<file path="src/hdl/bdpc_pkg.sv">
`timescale 1ns / 1ps
// shared types, register codes and reset values for the button debounce
// and press classifier; used by every module of the core

package bdpc_pkg;

  localparam int unsigned TimeW     = 32;
  localparam int unsigned DebW      = 10;
  localparam int unsigned DblW      = 11;
  localparam int unsigned LongW     = 13;
  localparam int unsigned RepW      = 11;
  localparam int unsigned CfgIdxW   = 3;
  localparam int unsigned CfgDataW  = 13;

  localparam logic [DebW-1:0]  DebounceReset = 10'd50;
  localparam logic [DblW-1:0]  DoubleReset   = 11'd400;
  localparam logic [LongW-1:0] LongReset     = 13'd700;
  localparam logic [RepW-1:0]  RepeatReset   = 11'd200;

  typedef enum logic [CfgIdxW-1:0] {
    REG_DEBOUNCE = 3'd0,
    REG_DOUBLE   = 3'd1,
    REG_LONG     = 3'd2,
    REG_REPEAT   = 3'd3,
    REG_BLOCK    = 3'd4
  } cfg_reg_e;

  typedef struct packed {
    logic [DebW-1:0]  debounce_ms;
    logic [DblW-1:0]  double_press_ms;
    logic [LongW-1:0] long_press_ms;
    logic [RepW-1:0]  repeat_ms;
    logic             block_navigation;
  } cfg_t;

  typedef struct packed {
    logic hold;
    logic brief;
  } rocker_ev_t;

endpackage

</file>
<file path="src/hdl/bdpc_debounce.sv">
`timescale 1ns / 1ps
// debounce of one raw button level with its raw change timestamp
// depends on bdpc_pkg

module bdpc_debounce (
  input  logic                         clk_i,
  input  logic                         rst_ni,
  input  logic                         upd_i,
  input  logic [bdpc_pkg::TimeW-1:0]   now_i,
  input  logic                         raw_i,
  input  logic [bdpc_pkg::DebW-1:0]    debounce_ms_i,
  output logic                         stable_o,
  output logic                         stable_next_o
);

  logic                       last_raw_q, last_raw_d;
  logic [bdpc_pkg::TimeW-1:0] change_q, change_d;
  logic                       stable_q, stable_d;
  logic [bdpc_pkg::TimeW-1:0] held_for;

  always_comb begin
    last_raw_d = raw_i;
    change_d   = (raw_i != last_raw_q) ? now_i : change_q;
    held_for   = now_i - change_d;
    stable_d   = stable_q;
    if ((raw_i != stable_q) && (held_for >= bdpc_pkg::TimeW'(debounce_ms_i))) begin
      stable_d = raw_i;
    end
  end

  always_ff @(posedge clk_i or negedge rst_ni) begin
    if (!rst_ni) begin
      last_raw_q <= 1'b0;
      change_q   <= '0;
      stable_q   <= 1'b0;
    end else if (upd_i) begin
      last_raw_q <= last_raw_d;
      change_q   <= change_d;
      stable_q   <= stable_d;
    end
  end

  assign stable_o      = stable_q;
  assign stable_next_o = stable_d;

endmodule

</file>
<file path="src/hdl/bdpc_rocker.sv">
`timescale 1ns / 1ps
// long-press, repeat and short-press classification of one rocker button
// depends on bdpc_pkg

module bdpc_rocker (
  input  logic                         clk_i,
  input  logic                         rst_ni,
  input  logic                         upd_i,
  input  logic [bdpc_pkg::TimeW-1:0]   now_i,
  input  logic                         held_i,
  input  logic                         was_i,
  input  logic [bdpc_pkg::LongW-1:0]   long_press_ms_i,
  input  logic [bdpc_pkg::RepW-1:0]    repeat_ms_i,
  output bdpc_pkg::rocker_ev_t         ev_o
);

  logic [bdpc_pkg::TimeW-1:0] start_q, start_d;
  logic [bdpc_pkg::TimeW-1:0] rep_q, rep_d;
  logic                       long_q, long_d;
  logic                       press;
  logic                       long_eff;
  logic [bdpc_pkg::TimeW-1:0] down_for;
  logic [bdpc_pkg::TimeW-1:0] since_rep;
  logic                       fire;

  always_comb begin
    press     = held_i && !was_i;
    start_d   = press ? now_i : start_q;
    long_eff  = press ? 1'b0 : long_q;
    down_for  = now_i - start_d;
    since_rep = now_i - rep_q;
    fire      = held_i && (down_for >= bdpc_pkg::TimeW'(long_press_ms_i)) &&
                (!long_eff || (since_rep >= bdpc_pkg::TimeW'(repeat_ms_i)));
    long_d    = fire ? 1'b1 : long_eff;
    rep_d     = fire ? now_i : rep_q;
    ev_o.hold  = fire;
    ev_o.brief = !held_i && was_i && !long_q;
  end

  always_ff @(posedge clk_i or negedge rst_ni) begin
    if (!rst_ni) begin
      start_q <= '0;
      rep_q   <= '0;
      long_q  <= 1'b0;
    end else if (upd_i) begin
      start_q <= start_d;
      rep_q   <= rep_d;
      long_q  <= long_d;
    end
  end

endmodule

</file>
<file path="src/hdl/bdpc_select.sv">
`timescale 1ns / 1ps
// select edge tracking and double-press detection
// depends on bdpc_pkg

module bdpc_select (
  input  logic                         clk_i,
  input  logic                         rst_ni,
  input  logic                         upd_i,
  input  logic [bdpc_pkg::TimeW-1:0]   now_i,
  input  logic                         sel_rise_i,
  input  logic [bdpc_pkg::DblW-1:0]    double_press_ms_i,
  input  logic                         block_navigation_i,
  output logic                         dbl_o
);

  logic [bdpc_pkg::TimeW-1:0] edge_time_q;
  logic                       edge_valid_q;
  logic [bdpc_pkg::TimeW-1:0] gap;

  always_comb begin
    gap   = now_i - edge_time_q;
    dbl_o = sel_rise_i && !block_navigation_i && edge_valid_q &&
            (gap <= bdpc_pkg::TimeW'(double_press_ms_i));
  end

  always_ff @(posedge clk_i or negedge rst_ni) begin
    if (!rst_ni) begin
      edge_time_q  <= '0;
      edge_valid_q <= 1'b0;
    end else if (upd_i && sel_rise_i) begin
      edge_time_q  <= now_i;
      edge_valid_q <= 1'b1;
    end
  end

endmodule

</file>
<file path="src/hdl/button_debounce_press_classifier_core.sv">
`timescale 1ns / 1ps
// button debounce and press classifier: input register, classification pass
// and result register; depends on bdpc_pkg, bdpc_debounce, bdpc_rocker, bdpc_select
// an accepted item waits in the input register until the result register is free
// throughput: one item per cycle unless stalled, set by the single classification pass
// reset: all button state cleared, registers back to their defaults, both stages empty

module button_debounce_press_classifier_core (
  input  logic                            clk_i,
  input  logic                            rst_ni,
  input  logic                            cfg_we_i,
  input  logic [bdpc_pkg::CfgIdxW-1:0]    cfg_idx_i,
  input  logic [bdpc_pkg::CfgDataW-1:0]   cfg_wdata_i,
  input  logic                            in_valid_i,
  output logic                            in_ready_o,
  input  logic [bdpc_pkg::TimeW-1:0]      now_ms_i,
  input  logic                            raw_left_i,
  input  logic                            raw_select_i,
  input  logic                            raw_right_i,
  output logic                            out_valid_o,
  input  logic                            out_ready_i,
  output logic                            hold_down_o,
  output logic                            hold_up_o,
  output logic                            short_down_o,
  output logic                            short_up_o,
  output logic                            select_press_o,
  output logic                            double_select_o,
  output logic                            stable_left_o,
  output logic                            stable_select_o,
  output logic                            stable_right_o,
  output logic                            buttons_changed_o
);

  bdpc_pkg::cfg_t             cfg_q;
  logic                       in_valid_q;
  logic [bdpc_pkg::TimeW-1:0] now_q;
  logic [2:0]                 raw_q;
  logic                       out_free;
  logic                       adv;
  logic [2:0]                 stab_cur;
  logic [2:0]                 stab_nxt;
  bdpc_pkg::rocker_ev_t       ev_left;
  bdpc_pkg::rocker_ev_t       ev_right;
  logic                       sel_rise;
  logic                       dbl;
  logic [9:0]                 res_d, res_q;
  logic                       out_valid_q;

  // configuration registers
  always_ff @(posedge clk_i or negedge rst_ni) begin
    if (!rst_ni) begin
      cfg_q.debounce_ms      <= bdpc_pkg::DebounceReset;
      cfg_q.double_press_ms  <= bdpc_pkg::DoubleReset;
      cfg_q.long_press_ms    <= bdpc_pkg::LongReset;
      cfg_q.repeat_ms        <= bdpc_pkg::RepeatReset;
      cfg_q.block_navigation <= 1'b0;
    end else if (cfg_we_i) begin
      case (bdpc_pkg::cfg_reg_e'(cfg_idx_i))
        bdpc_pkg::REG_DEBOUNCE: cfg_q.debounce_ms     <= cfg_wdata_i[bdpc_pkg::DebW-1:0];
        bdpc_pkg::REG_DOUBLE:   cfg_q.double_press_ms <= cfg_wdata_i[bdpc_pkg::DblW-1:0];
        bdpc_pkg::REG_LONG:     cfg_q.long_press_ms   <= cfg_wdata_i[bdpc_pkg::LongW-1:0];
        bdpc_pkg::REG_REPEAT:   cfg_q.repeat_ms       <= cfg_wdata_i[bdpc_pkg::RepW-1:0];
        bdpc_pkg::REG_BLOCK:    cfg_q.block_navigation <= cfg_wdata_i[0];
        default: ;
      endcase
    end
  end

  // handshake
  assign out_free   = !out_valid_q || out_ready_i;
  assign adv        = in_valid_q && out_free;
  assign in_ready_o = !in_valid_q || adv;

  // input register
  always_ff @(posedge clk_i or negedge rst_ni) begin
    if (!rst_ni) begin
      in_valid_q <= 1'b0;
    end else if (in_ready_o) begin
      in_valid_q <= in_valid_i;
    end
  end

  always_ff @(posedge clk_i) begin
    if (in_ready_o && in_valid_i) begin
      now_q <= now_ms_i;
      raw_q <= {raw_right_i, raw_select_i, raw_left_i};
    end
  end

  // per-button debounce, bit 0 left, bit 1 select, bit 2 right
  for (genvar b = 0; b < 3; b++) begin : g_deb
    bdpc_debounce u_deb (
      .clk_i         (clk_i),
      .rst_ni        (rst_ni),
      .upd_i         (adv),
      .now_i         (now_q),
      .raw_i         (raw_q[b]),
      .debounce_ms_i (cfg_q.debounce_ms),
      .stable_o      (stab_cur[b]),
      .stable_next_o (stab_nxt[b])
    );
  end

  bdpc_rocker u_left (
    .clk_i           (clk_i),
    .rst_ni          (rst_ni),
    .upd_i           (adv),
    .now_i           (now_q),
    .held_i          (stab_nxt[0]),
    .was_i           (stab_cur[0]),
    .long_press_ms_i (cfg_q.long_press_ms),
    .repeat_ms_i     (cfg_q.repeat_ms),
    .ev_o            (ev_left)
  );

  bdpc_rocker u_right (
    .clk_i           (clk_i),
    .rst_ni          (rst_ni),
    .upd_i           (adv),
    .now_i           (now_q),
    .held_i          (stab_nxt[2]),
    .was_i           (stab_cur[2]),
    .long_press_ms_i (cfg_q.long_press_ms),
    .repeat_ms_i     (cfg_q.repeat_ms),
    .ev_o            (ev_right)
  );

  assign sel_rise = stab_nxt[1] && !stab_cur[1];

  bdpc_select u_sel (
    .clk_i              (clk_i),
    .rst_ni             (rst_ni),
    .upd_i              (adv),
    .now_i              (now_q),
    .sel_rise_i         (sel_rise),
    .double_press_ms_i  (cfg_q.double_press_ms),
    .block_navigation_i (cfg_q.block_navigation),
    .dbl_o              (dbl)
  );

  assign res_d = {(stab_nxt != stab_cur), stab_nxt[2], stab_nxt[1], stab_nxt[0],
                  dbl, sel_rise, ev_right.brief, ev_left.brief,
                  ev_right.hold, ev_left.hold};

  // result register
  always_ff @(posedge clk_i or negedge rst_ni) begin
    if (!rst_ni) begin
      out_valid_q <= 1'b0;
    end else if (out_free) begin
      out_valid_q <= in_valid_q;
    end
  end

  always_ff @(posedge clk_i) begin
    if (adv) begin
      res_q <= res_d;
    end
  end

  assign out_valid_o       = out_valid_q;
  assign hold_down_o       = res_q[0];
  assign hold_up_o         = res_q[1];
  assign short_down_o      = res_q[2];
  assign short_up_o        = res_q[3];
  assign select_press_o    = res_q[4];
  assign double_select_o   = res_q[5];
  assign stable_left_o     = res_q[6];
  assign stable_select_o   = res_q[7];
  assign stable_right_o    = res_q[8];
  assign buttons_changed_o = res_q[9];

endmodule

</file>
<file path="config.mk">
export PLATFORM = sky130hd
export DESIGN_NAME = button_debounce_press_classifier_core
export DESIGN_NICKNAME = d
export VERILOG_FILES = /design/src/hdl/bdpc_pkg.sv /design/src/hdl/bdpc_debounce.sv /design/src/hdl/bdpc_rocker.sv /design/src/hdl/bdpc_select.sv /design/src/hdl/button_debounce_press_classifier_core.sv
export SDC_FILE = /design/constraint.sdc
export NUM_CORES = 1
export LEC_CHECK = 0
export BUFFER_PORTS_ARGS = -buffer_cell sky130_fd_sc_hd__buf_2
export CAP_MARGIN = 20
export CELL_PAD_IN_SITES_DETAIL_PLACEMENT = 2
export CELL_PAD_IN_SITES_GLOBAL_PLACEMENT = 2
export CORE_MARGIN = 5
export CORE_UTILIZATION = 41
export DETAILED_ROUTE_END_ITERATION = 10
export GPL_TIMING_DRIVEN = 0
export PLACE_DENSITY = 0.81
export SLEW_MARGIN = 20
export SYNTH_ARGS = -nofsm -noshare
export SYNTH_HDL_FRONTEND = slang
export SYNTH_SLANG_ARGS = --single-unit
</file>
<file path="constraint.sdc">
create_clock -name clk_i -period 12.7 [get_ports clk_i]
set_input_delay 2.54 -clock clk_i [delete_from_list [all_inputs] [get_ports clk_i]]
set_output_delay 2.54 -clock clk_i [all_outputs]
set_load 0.02 [all_outputs]
</file>
* After elaboration in Yosys (flattened, before gate mapping) *
Index checks and enable logic that the tools add are counted.

operators by class
  equal/unequal tests = 11
  reduce and logical (&&, ||, !) cells = 44
  $mul = 0
  shift-type cells = 0
  bitwise logic cells = 0
  add/subtract/negate cells = 8
  divide/modulo/power cells = 0
  magnitude comparators = 8
  muxes and demuxes = 12

operator list
  cell                                           number
  subtractor 32 bit                              8
  2-to-1 mux 32 bit                              5
  >= comparator 32 x 10 -> 1 bit                 3
  >= comparator 32 x 11 -> 1 bit                 2
  >= comparator 32 x 13 -> 1 bit                 2
  less-or-equal comparator 32 x 11 -> 1 bit      1
  logical AND 1 bit                              20
  AND reduction 2 bit                            7
  logical NOT 1 bit                              12
  2-to-1 mux 1 bit                               7
  == test 3 x 2 -> 1 bit, second input constant  2
  inequality test 1 bit                          6
  logical OR 1 bit                               4
  == test 3 x 1 -> 1 bit, second input constant  1
  == test 3 bit, second input constant           1
  logical NOT 3 bit                              1
  inequality test 3 bit                          1

word-level totals
  output and inout bits = 12
  bits in latches = 0
  bits in read-only memories = 0
  memory bits (writable) = 0
  input bits = 56
  flip-flop bits (word level) = 358
  logic and storage cells = 110
  memories = 0

* Longest topological paths before layout *
Gate-level depths: netlist of the first run.

  word-level depth = 13
  mapped depth = 55

* By module *
A second synthesis of the first run with hierarchy kept.

unflattened totals
  cells, all modules = 4107
  area, all modules = 34958.5 µm²

by module, submodules not included
  module                                 times used  area each (µm²)  cells an instance
  bdpc_rocker (u_left)                   1           7993.9           981
  bdpc_debounce (g_deb[0].u_deb ...)     2           3961.3           506
  bdpc_rocker (u_right)                  1           7860.0           969
  bdpc_debounce (g_deb[1].u_deb)         1           4261.6           560
  bdpc_select                            1           3569.7           426
  button_debounce_press_classifier_core  1           3350.7           159

* Least setup slack after synthesis of the first run *
No wires, ideal clock.

  kind = register -> register
  from = reg raw_q[2]
  to = reg u_right.rep_q[12] (netlist bit)
  arrival time = 11.544 ns
  clock period less this slack = 11.669 ns
  library setup time = 0.125 ns
  setup slack = 1.031 ns
  stages on the path, launching flop included = 52
  cell sequence = edfxtp_1 xnor2_1 clkbuf_1 clkbuf_1 clkbuf_1 nand2_1 o21ai_0 ha_1 nor2_1 o41ai_1 o21ai_1 nand2b_1 nand2_1 xor2_1 a21oi_1 ha_1 a221oi_1 o311ai_0 [16 not listed] o21bai_1 o21ai_0 o21ai_0 xnor2_1 ha_1 a21oi_1 o21ai_0 a311oi_1 o2111ai_1 or4_1 nor4_1 nand4_1 or4_1 o32ai_1 a211o_1 clkbuf_1 buf_2 mux2_2

on the way
  word-level cells in the longest chain between the ends = 13
  elaborated cells between the ends (all ways) = 17
  classes of those cells = add/sub: 2; order compare: 2; eq/ne: 2; mux: 4; reduce/logical: 7

RTL lines
  what                                        RTL line                                     RTL
  from (decl)                                 button_debounce_press_classifier_core.sv:37  logic [2:0] raw_q;
  from (signal assigned)                      button_debounce_press_classifier_core.sv:86  raw_q <= {raw_right_i, raw_select_i, raw_left_i};
  inequality test 1 bit (*)                   bdpc_debounce.sv:23                          change_d = (raw_i != last_raw_q) ? now_i : change_q;
  2-to-1 mux 32 bit (*)                       bdpc_debounce.sv:23
  named net g_deb[2].u_deb.change_d, one bit  bdpc_debounce.sv:17                          logic [bdpc_pkg::TimeW-1:0] change_q, change_d;
  subtractor 32 bit (*)                       bdpc_debounce.sv:24                          held_for = now_i - change_d;
  >= comparator 32 x 10 -> 1 bit (*)          bdpc_debounce.sv:26                          if ((raw_i != stable_q) && (held_for >= bdpc_pkg::TimeW'(debounce_ms_i))) begin
  logical AND 1 bit (*)                       bdpc_debounce.sv:26
  2-to-1 mux 1 bit (*)                        bdpc_debounce.sv:26
  named net g_deb[2].u_deb.stable_next_o      bdpc_debounce.sv:13                          output logic stable_next_o
  logical AND 1 bit                           bdpc_rocker.sv:27                            press = held_i && !was_i;
  2-to-1 mux 32 bit                           bdpc_rocker.sv:28                            start_d = press ? now_i : start_q;
  subtractor 32 bit                           bdpc_rocker.sv:30                            down_for = now_i - start_d;
  >= comparator 32 x 13 -> 1 bit              bdpc_rocker.sv:32                            fire = held_i && (down_for >= bdpc_pkg::TimeW'(long_press_ms_i)) &&
  logical AND 1 bit                           bdpc_rocker.sv:32
  logical AND 1 bit (*)                       bdpc_rocker.sv:32
  AND reduction 2 bit (no line) (*)           n/a
  to (signal assigned)                        bdpc_rocker.sv:47                            rep_q <= rep_d;
  to (decl)                                   bdpc_rocker.sv:18                            logic [bdpc_pkg::TimeW-1:0] rep_q, rep_d;

The timed path passes the listed nets; every way through them passes the cells marked *.
A chain may end at the register's enable or synchronous reset.

* Worst setup path after layout of the first run *
  from = reg now_q[13] (netlist bit)
  to = reg u_left.rep_q[12] (netlist bit)

on the way
  word-level cells in the longest chain between the ends = 12
  elaborated cells between the ends (all ways) = 17
  classes of those cells = add/sub: 3; order compare: 3; mux: 4; reduce/logical: 7

RTL lines
  what                                    RTL line                                     RTL
  from (decl)                             button_debounce_press_classifier_core.sv:36  logic [bdpc_pkg::TimeW-1:0] now_q;
  from (signal assigned)                  button_debounce_press_classifier_core.sv:85  now_q <= now_ms_i;
  2-to-1 mux 32 bit                       bdpc_debounce.sv:23
  subtractor 32 bit (*)                   bdpc_debounce.sv:24
  >= comparator 32 x 10 -> 1 bit (*)      bdpc_debounce.sv:26
  logical AND 1 bit (*)                   bdpc_debounce.sv:26
  2-to-1 mux 1 bit (*)                    bdpc_debounce.sv:26
  named net g_deb[0].u_deb.stable_next_o  bdpc_debounce.sv:13
  logical AND 1 bit                       bdpc_rocker.sv:27
  2-to-1 mux 32 bit                       bdpc_rocker.sv:28
  subtractor 32 bit                       bdpc_rocker.sv:30
  >= comparator 32 x 13 -> 1 bit          bdpc_rocker.sv:32
  logical AND 1 bit                       bdpc_rocker.sv:32
  logical AND 1 bit (*)                   bdpc_rocker.sv:32
  AND reduction 2 bit (no line) (*)       n/a
  to (signal assigned)                    bdpc_rocker.sv:47
  to (decl)                               bdpc_rocker.sv:18

Marked as above.

==> results of run 1 <==
==> cells by family (layout without fill, tap and decap cells) <==
group / Yosys count / in the layout / synth area share [%]
AO/OA/AOI/OAI: 1112 / 1112 / 22.62
AND/OR/NAND/NOR: 1050 / 1050 / 15.97
buffers and inverters: 417 / 600 / 5.007
flip-flops: 358 / 358 / 28.91
adder cells (fa/ha/maj): 344 / 344 / 13.49
multiplexers: 291 / 291 / 9.704
XOR/XNOR: 155 / 155 / 4.288
other: 0 / 2 / 0
==> layer usage <==
layer	vias up	part of all wire (%)
met2	867	48
met5	-	0.018
li1	13930	-
met4	4	6.4
met3	374	4.4
met1	16280	41
==> timing repair <==
| action | CTS | global route |
|---|---|---|
| resized for setup | 100 | 42 |
| pin swaps | 15 | 23 |
| setup endpoints to repair | 68 | 68 |
| buffers inserted | 15 | 11 |
| hold buffers | 0 | 0 |
==> cells in the final DEF, fill, tap and decap left out, drive strengths merged, types with 18 or more instances in the layout <==
cell type / synthesis / routed
a2111oi: 18 / 18
a211oi: 40 / 40
a21boi: 23 / 23
a21o: 99 / 99
a21oi: 241 / 241
a31oi: 31 / 31
and3: 31 / 31
buf: 25 / 125
clkbuf: 136 / 193
dfrtp: 298 / 298
edfxtp: 45 / 45
ha: 316 / 316
inv: 254 / 258
maj3: 22 / 22
mux2: 141 / 141
mux2i: 150 / 150
nand2: 379 / 379
nand2b: 72 / 72
nand3: 62 / 62
nand4: 55 / 55
nor2: 202 / 202
nor2b: 56 / 56
nor3: 65 / 65
nor4: 30 / 30
o2111ai: 23 / 23
o211ai: 44 / 44
o21a: 45 / 45
o21ai: 330 / 330
o21bai: 32 / 32
o31ai: 27 / 27
xnor2: 98 / 98
xor2: 57 / 57
==> per-stage QoR <==
stage	power [mW]	TNS (ns)	instance area, um^2
after global placement	5.558	-310.89	33470
after floorplan	4.492	0	31830
after CTS	7.327	0	35660
final	7.486	0	35910
after detailed placement	5.804	-327.79	33620
after global routing	7.899	-2.690	35910
==> registers in the layout, indices dropped and copies added, names as in the netlist, 32 cells and up <==
name / flops
g_deb.u_deb.change_q: 96
cfg_q: 46
u_left.rep_q: 32
u_sel.edge_time_q: 32
u_right.start_q: 32
now_q: 32
u_left.start_q: 32
u_right.rep_q: 32
==> power groups by stage <==
stage	clock network, mW	registers (mW)	logic (mW)
floorplan	0	1.62	2.87
global placement	0	1.69	3.87
detailed placement	0	1.72	4.08
CTS	1.34	1.71	4.28
global route	1.39	1.75	4.76
finish	1.34	1.73	4.42
==> cell type report <==
type / instances / area, um^2
diodes: 2 / 5.005
plain buffers: 159 / 805.8
clock buffers: 62 / 1313
clock inverters: 23 / 171.4
fillers: 8491 / 41300
inverters: 256 / 962.2
multi-input cells: 2952 / 21480
flip-flops and latches: 358 / 9203
well taps: 1040 / 1301
repair buffers: 100 / 673.1
==> worst paths after layout <==
kind / start / to / slack [ns] / depth (start not counted)
worst max-delay path: now_q[13] / u_left.rep_q[12] / 0.08 / 43
worst min-delay path: u_sel.edge_valid_q / u_sel.edge_valid_q / 0.48 / 1
worst max register to register: now_q[13] / u_left.rep_q[12] / 0.08 / 43
worst min register to register: u_sel.edge_valid_q / u_sel.edge_valid_q / 0.48 / 1
max in group asynchronous: rst_ni / u_left.rep_q[27] / 9.51 / 3
min in group asynchronous: rst_ni / cfg_q[24] / 1.90 / 1
==> worst max-delay path, delay by kind of cell (launching register included) <==
family / cells / cell delay [ns]
buf+inv: 5 / 1.65
compound gates: 17 / 3.61
fa+ha+maj: 4 / 1.32
simple gates: 14 / 4.00
flops: 1 / 0.96
mux: 3 / 0.89
==> impl_metrics.csv, run 1 <==
group,metric,value,unit
status,status,"finished, final reports clean",
run,cap_violations,0,
sta,hold_viol,0,
detailed_routing,ant_nets,0,
floorplan,die_y,288.6,um
setup_path,end_kind,"flip-flop",
cts,htreeDepth,2,
detailed_routing,wire_per_inst,29.71,um
sta,finalSetupViolCount,0,
cts,cts.sinks,358,
global_routing,grtUsageMet2,58.04,%
setup_path,critPathMostFrequentCell,"a21oi_1",
global_routing,grtUsageTotal,33.54,%
logic_synthesis,yosys-top-cells-area,"dfrtp_1 23%, ha_1 12%, o21ai_0 5.1%, mux2i_1 4.7%, nand2_1 4.5%",
floorplan,ios,68,
setup_path,arrival,13.08,ns
sta,slew_headroom,18.49,%
global_routing,overflow,0,
sta,hold_ws,0.4797,ns
power,p_sw,3.603,mW
sta,tightest_slew,1.223,ns
place,portBuffers,67,
logic_synthesis,ys_warn_count,0,
floorplan,core,0.07721,mm^2
setup_path,crit_path_top_delay_cell,"edfxtp_1",
global_routing,busiest_layer,"met2",
sta,worst_slack,0.07591,ns
detailed_routing,finalWirelength,147100,um
place,dp.cells,4841,
floorplan,start_util,41.23,%
logic_synthesis,ys_seq_area_share,28.91,%
floorplan,rows,102,
global_routing,grtUsageMet1,40.13,%
global_routing,grt_max_degree,90,
setup_path,cp_max_fo,10,
detailed_routing,dr.pass1.iters,5,
place,place.gp.congestion,0.9234,
detailed_routing,drt_iter0_markers,1975,
logic_synthesis,synth_top_area_share,23.43,%
setup_path,critPathKind,"reg -> reg",
place,hpwl,106400,um
cts,tritoncts,"done",
sta,min_period,12.62,ns
logic_synthesis,synth_common_cells,"379 x nand2_1, 327 x o21ai_0, 316 x ha_1",
power,combinationalPowerShare,59.0,%
global_routing,grt_pass1_wl,213900,um
detailed_routing,num_vias,31450,
logic_synthesis,synth_top_flop_cell,"dfrtp_1",
layout,fin_cells,4952,
power,leakagePower,15.75,nW
logic_synthesis,yosysTopAreaCell,"dfrtp_1",
hold_path,hp-class,"reg -> reg",
cts,cts_root_buffer,"clkbuf_16",
logic_synthesis,syn_area,0.03183,mm^2
logic_synthesis,synth_enable_flop_cells,45,
place,pre_cts_ws,-5.451,ns
logic_synthesis,synth_most_common_cell,"nand2_1",
global_routing,antenna_found_initial,2,
sta,fmax,79.21,MHz
global_routing,grt_util_met3,4.751,%
sta,slew_violations,0,
setup_path,crit_required,13.16,ns
cts,clock_latency,0.61,ns
logic_synthesis,netlist_instances,3727,
setup_path,startpoint_type,"flip-flop",
power,clkPwrFrac,17.9,%
logic_synthesis,synth_seq_cells,358,
logic_synthesis,synth_nets,4105,
logic_synthesis,ys_async_sr_fraction,87.43,%
cts,cts_made_buffers,46,
power,internal_power,3.883,mW
power,switching_share,48.13,%
layout,postLayoutCoreUtil,46.51,%
sta,finalClockSkew,0.03069,ns
detailed_routing,viasPerCell,6.351,
logic_synthesis,synth_cell_types,92,
global_routing,first_global_vias,34150,
cts,cts_max_path_buffers,3,
detailed_routing,drc_errors,0,
power,powerDensity,208.5,mW/mm^2
power,vdd_drop_max,0.09309,mV
sta,fin_crit_sh,99.40,%
floorplan,die_x,288.6,um
layout,drive_above_1_share,11.13,%
layout,finalNetCount,4251,
power,seq_power_share,23.1,%
layout,synthToLayoutAreaGrowth,12.81,%
logic_synthesis,syn_avg_cell_area,8.541,um^2
floorplan,dieArea,0.08331,mm^2
cts,clk_pin_slew,0.06,ns
setup_path,slowest_delay,0.96,ns
Power figures use the tool's default switching activity.
==> run 2, diff against run 1 <==
CORE_MARGIN = unset   (was 5)
GPL_TIMING_DRIVEN = 1   (was 0)
clock period = 14 ns   (was 12.7 ns; I/O delays follow)
==> impl_metrics.csv, run 2 (synthesized netlist as in run 1, its figures left out) <==
group,metric,value,unit
floorplan,ios,68,
global_routing,overflow,0,
layout,synthToLayoutAreaGrowth,10.09,%
detailed_routing,drc_errors,0,
sta,fmax,75.51,MHz
sta,hold_viol,0,
place,portBuffers,67,
power,leakagePower,15.58,nW
power,powerDensity,191.2,mW/mm^2
floorplan,die_x,280.6,um
global_routing,grt_max_degree,83,
cts,cts.sinks,358,
detailed_routing,dr_wl_met3,5279,um
power,seq_power_share,22.8,%
floorplan,rows,101,
detailed_routing,route.met2.wl,66120,um
place,dpl_cell_area,0.03337,mm^2
place,place.gp.congestion,0.9190,
detailed_routing,wl_met1,53390,um
power,internal_power,3.575,mW
hold_path,hp-class,"reg -> reg",
detailed_routing,finalWirelength,134000,um
run,cap_violations,0,
global_routing,first_global_vias,33780,
detailed_routing,viasPerCell,6.306,
floorplan,start_util,41.71,%
layout,drive_above_1_share,10.16,%
setup_path,cp_top_family,"compound AO/OA/AOI/OAI gates",
layout,finalNetCount,4120,
cts,clk_pin_slew,0.06,ns
global_routing,grt_pass1_wl,204900,um
layout,largest-register,"g_deb.u_deb.change_q",
power,power,6.700,mW
setup_path,end_kind,"flip-flop",
sta,slew_violations,0,
sta,slew_headroom,19.19,%
detailed_routing,wire_per_inst,27.84,um
layout,top_regs,"g_deb.u_deb.change_q x96, cfg_q x46",
place,hpwl,98860,um
setup_path,worst-path-buf-inv,5,
setup_path,crit_required,14.48,ns
sta,grt_setup_unrepaired,"false",
global_routing,grtUsageTotal,33.72,%
setup_path,crit_path_top_delay_cell,"o32ai_1",
power,clkPwrFrac,19.7,%
sta,min_period,13.24,ns
detailed_routing,ant_nets,0,
setup_path,cp_max_fo,42,
setup_path,slowest_delay,0.67,ns
status,status,"finished, final reports clean",
cts,tritoncts,"done",
floorplan,die_y,280.6,um
sta,tightest_slew,1.182,ns
power,combinationalPowerShare,57.4,%
layout,largest_reg_flops,96,
power,p_sw,3.125,mW
cts,htreeDepth,2,
detailed_routing,drt_iter0_markers,1584,
detailed_routing,top_layer,"met4",
layout,design_area,0.03504,mm^2
sta,finalClockSkew,0.01752,ns
setup_path,startpoint_type,"flip-flop",
floorplan,dieArea,0.07876,mm^2
cts,cts_made_buffers,47,
layout,fillers,8408,
cts,cts_max_path_buffers,3,
sta,fin_crit_sh,94.59,%
power,switching_share,46.64,%
power,vdd_drop_max,0.1054,mV
cts,hold_buffers,0,
floorplan,core,0.07633,mm^2
detailed_routing,dr.pass1.iters,5,
setup_path,arrival,13.73,ns
cts,cts_root_buffer,"clkbuf_16",
cts,clock_latency,0.62,ns
layout,layout_common_cells,"378 x nand2_1, 327 x o21ai_0, 314 x ha_1, 298 x dfrtp_1, 254 x inv_1",
global_routing,antenna_found_initial,3,
sta,finalSetupViolCount,0,
layout,layout_commonest_cell,"nand2_1",
detailed_routing,num_vias,30340,
setup_path,critPathKind,"reg -> reg",
sta,tns,0,ns
[run 2: changes by cell type in the layout (fill, tap and decap cells not counted), sizes merged]
cell / previous run / this run
bufinv: 1 / 5
clkdlybuf4s15: 2 / 0
inv: 258 / 255
clkdlybuf4s18: 1 / 0
clkbuf: 193 / 71
buf: 125 / 126
clkinvlp: 6 / 3
clkinv: 14 / 10
[run 2: repair_timing]
action	CTS	global route
setup buffers	0	0
resized for setup	0	1
endpoints found under the setup margin	0	22
[run 2: per-stage QoR]
step / cells / util (%) / hold WS (ns) / setup WS [ns]
4_1_cts: 4809 / 45.88 / 0.4787 / 0.8073
3_3_place_gp: 4722 / 43.72 / 0.4503 / 1.638
5_1_grt: 4810 / 45.91 / 0.4996 / 0.09030
2_1_floorplan: 3727 / - / 0.4348 / 2.331
6_report: 4812 / 45.91 / 0.4779 / 0.7569
3_5_place_dp: 4722 / 43.72 / 0.4632 / 1.154
[run 2: power groups by stage]
stage          logic, mW  clock network (mW)  registers [mW]
3_3_place_gp        3.45                   0            1.51
4_1_cts             3.79                1.34            1.53
3_5_place_dp        3.69                   0            1.54
2_1_floorplan       2.61                   0            1.47
6_report            3.85                1.32            1.53
5_1_grt             4.17                1.38            1.56
[run 2: routing by layer]
| layer | GRT usage (%) | up-vias |
|---|---|---|
| met3 | 4.547 | 369 |
| met5 | 0 | - |
| met1 | 38.56 | 15630 |
| li1 | - | 13660 |
| met4 | 20.81 | 0 |
| met2 | 59.37 | 683 |
[run 2: cell type report]
| type | count | area [um^2] | area share [%] |
|---|---|---|---|
| Clock buffer | 70 | 1418 | 4.045 |
| Sequential cell | 358 | 9203 | 26.26 |
| Tap cell | 1030 | 1289 | 3.678 |
| Multi-Input combinational cell | 2952 | 21130 | 60.29 |
| Clock inverter | 17 | 226.5 | 0.6462 |
| Timing Repair Buffer | 127 | 814.5 | 2.324 |
| Inverter | 256 | 960.9 | 2.742 |
| Antenna cell | 2 | 5.005 | 0.01428 |
[run 2: path summary, 6_finish.rpt]
path | start | cells past startpoint | end | slack (ns)
worst min-delay path | u_sel.edge_valid_q | 1 | u_sel.edge_valid_q | 0.48
worst min register to register | u_sel.edge_valid_q | 1 | u_sel.edge_valid_q | 0.48
worst max register to register | raw_q[2] | 47 | u_right.rep_q[31] | 0.76
max in group asynchronous | rst_ni | 3 | u_right.rep_q[29] | 9.63
min in group asynchronous | rst_ni | 1 | u_left.rep_q[19] | 2.17
worst max-delay path | raw_q[2] | 47 | u_right.rep_q[31] | 0.76
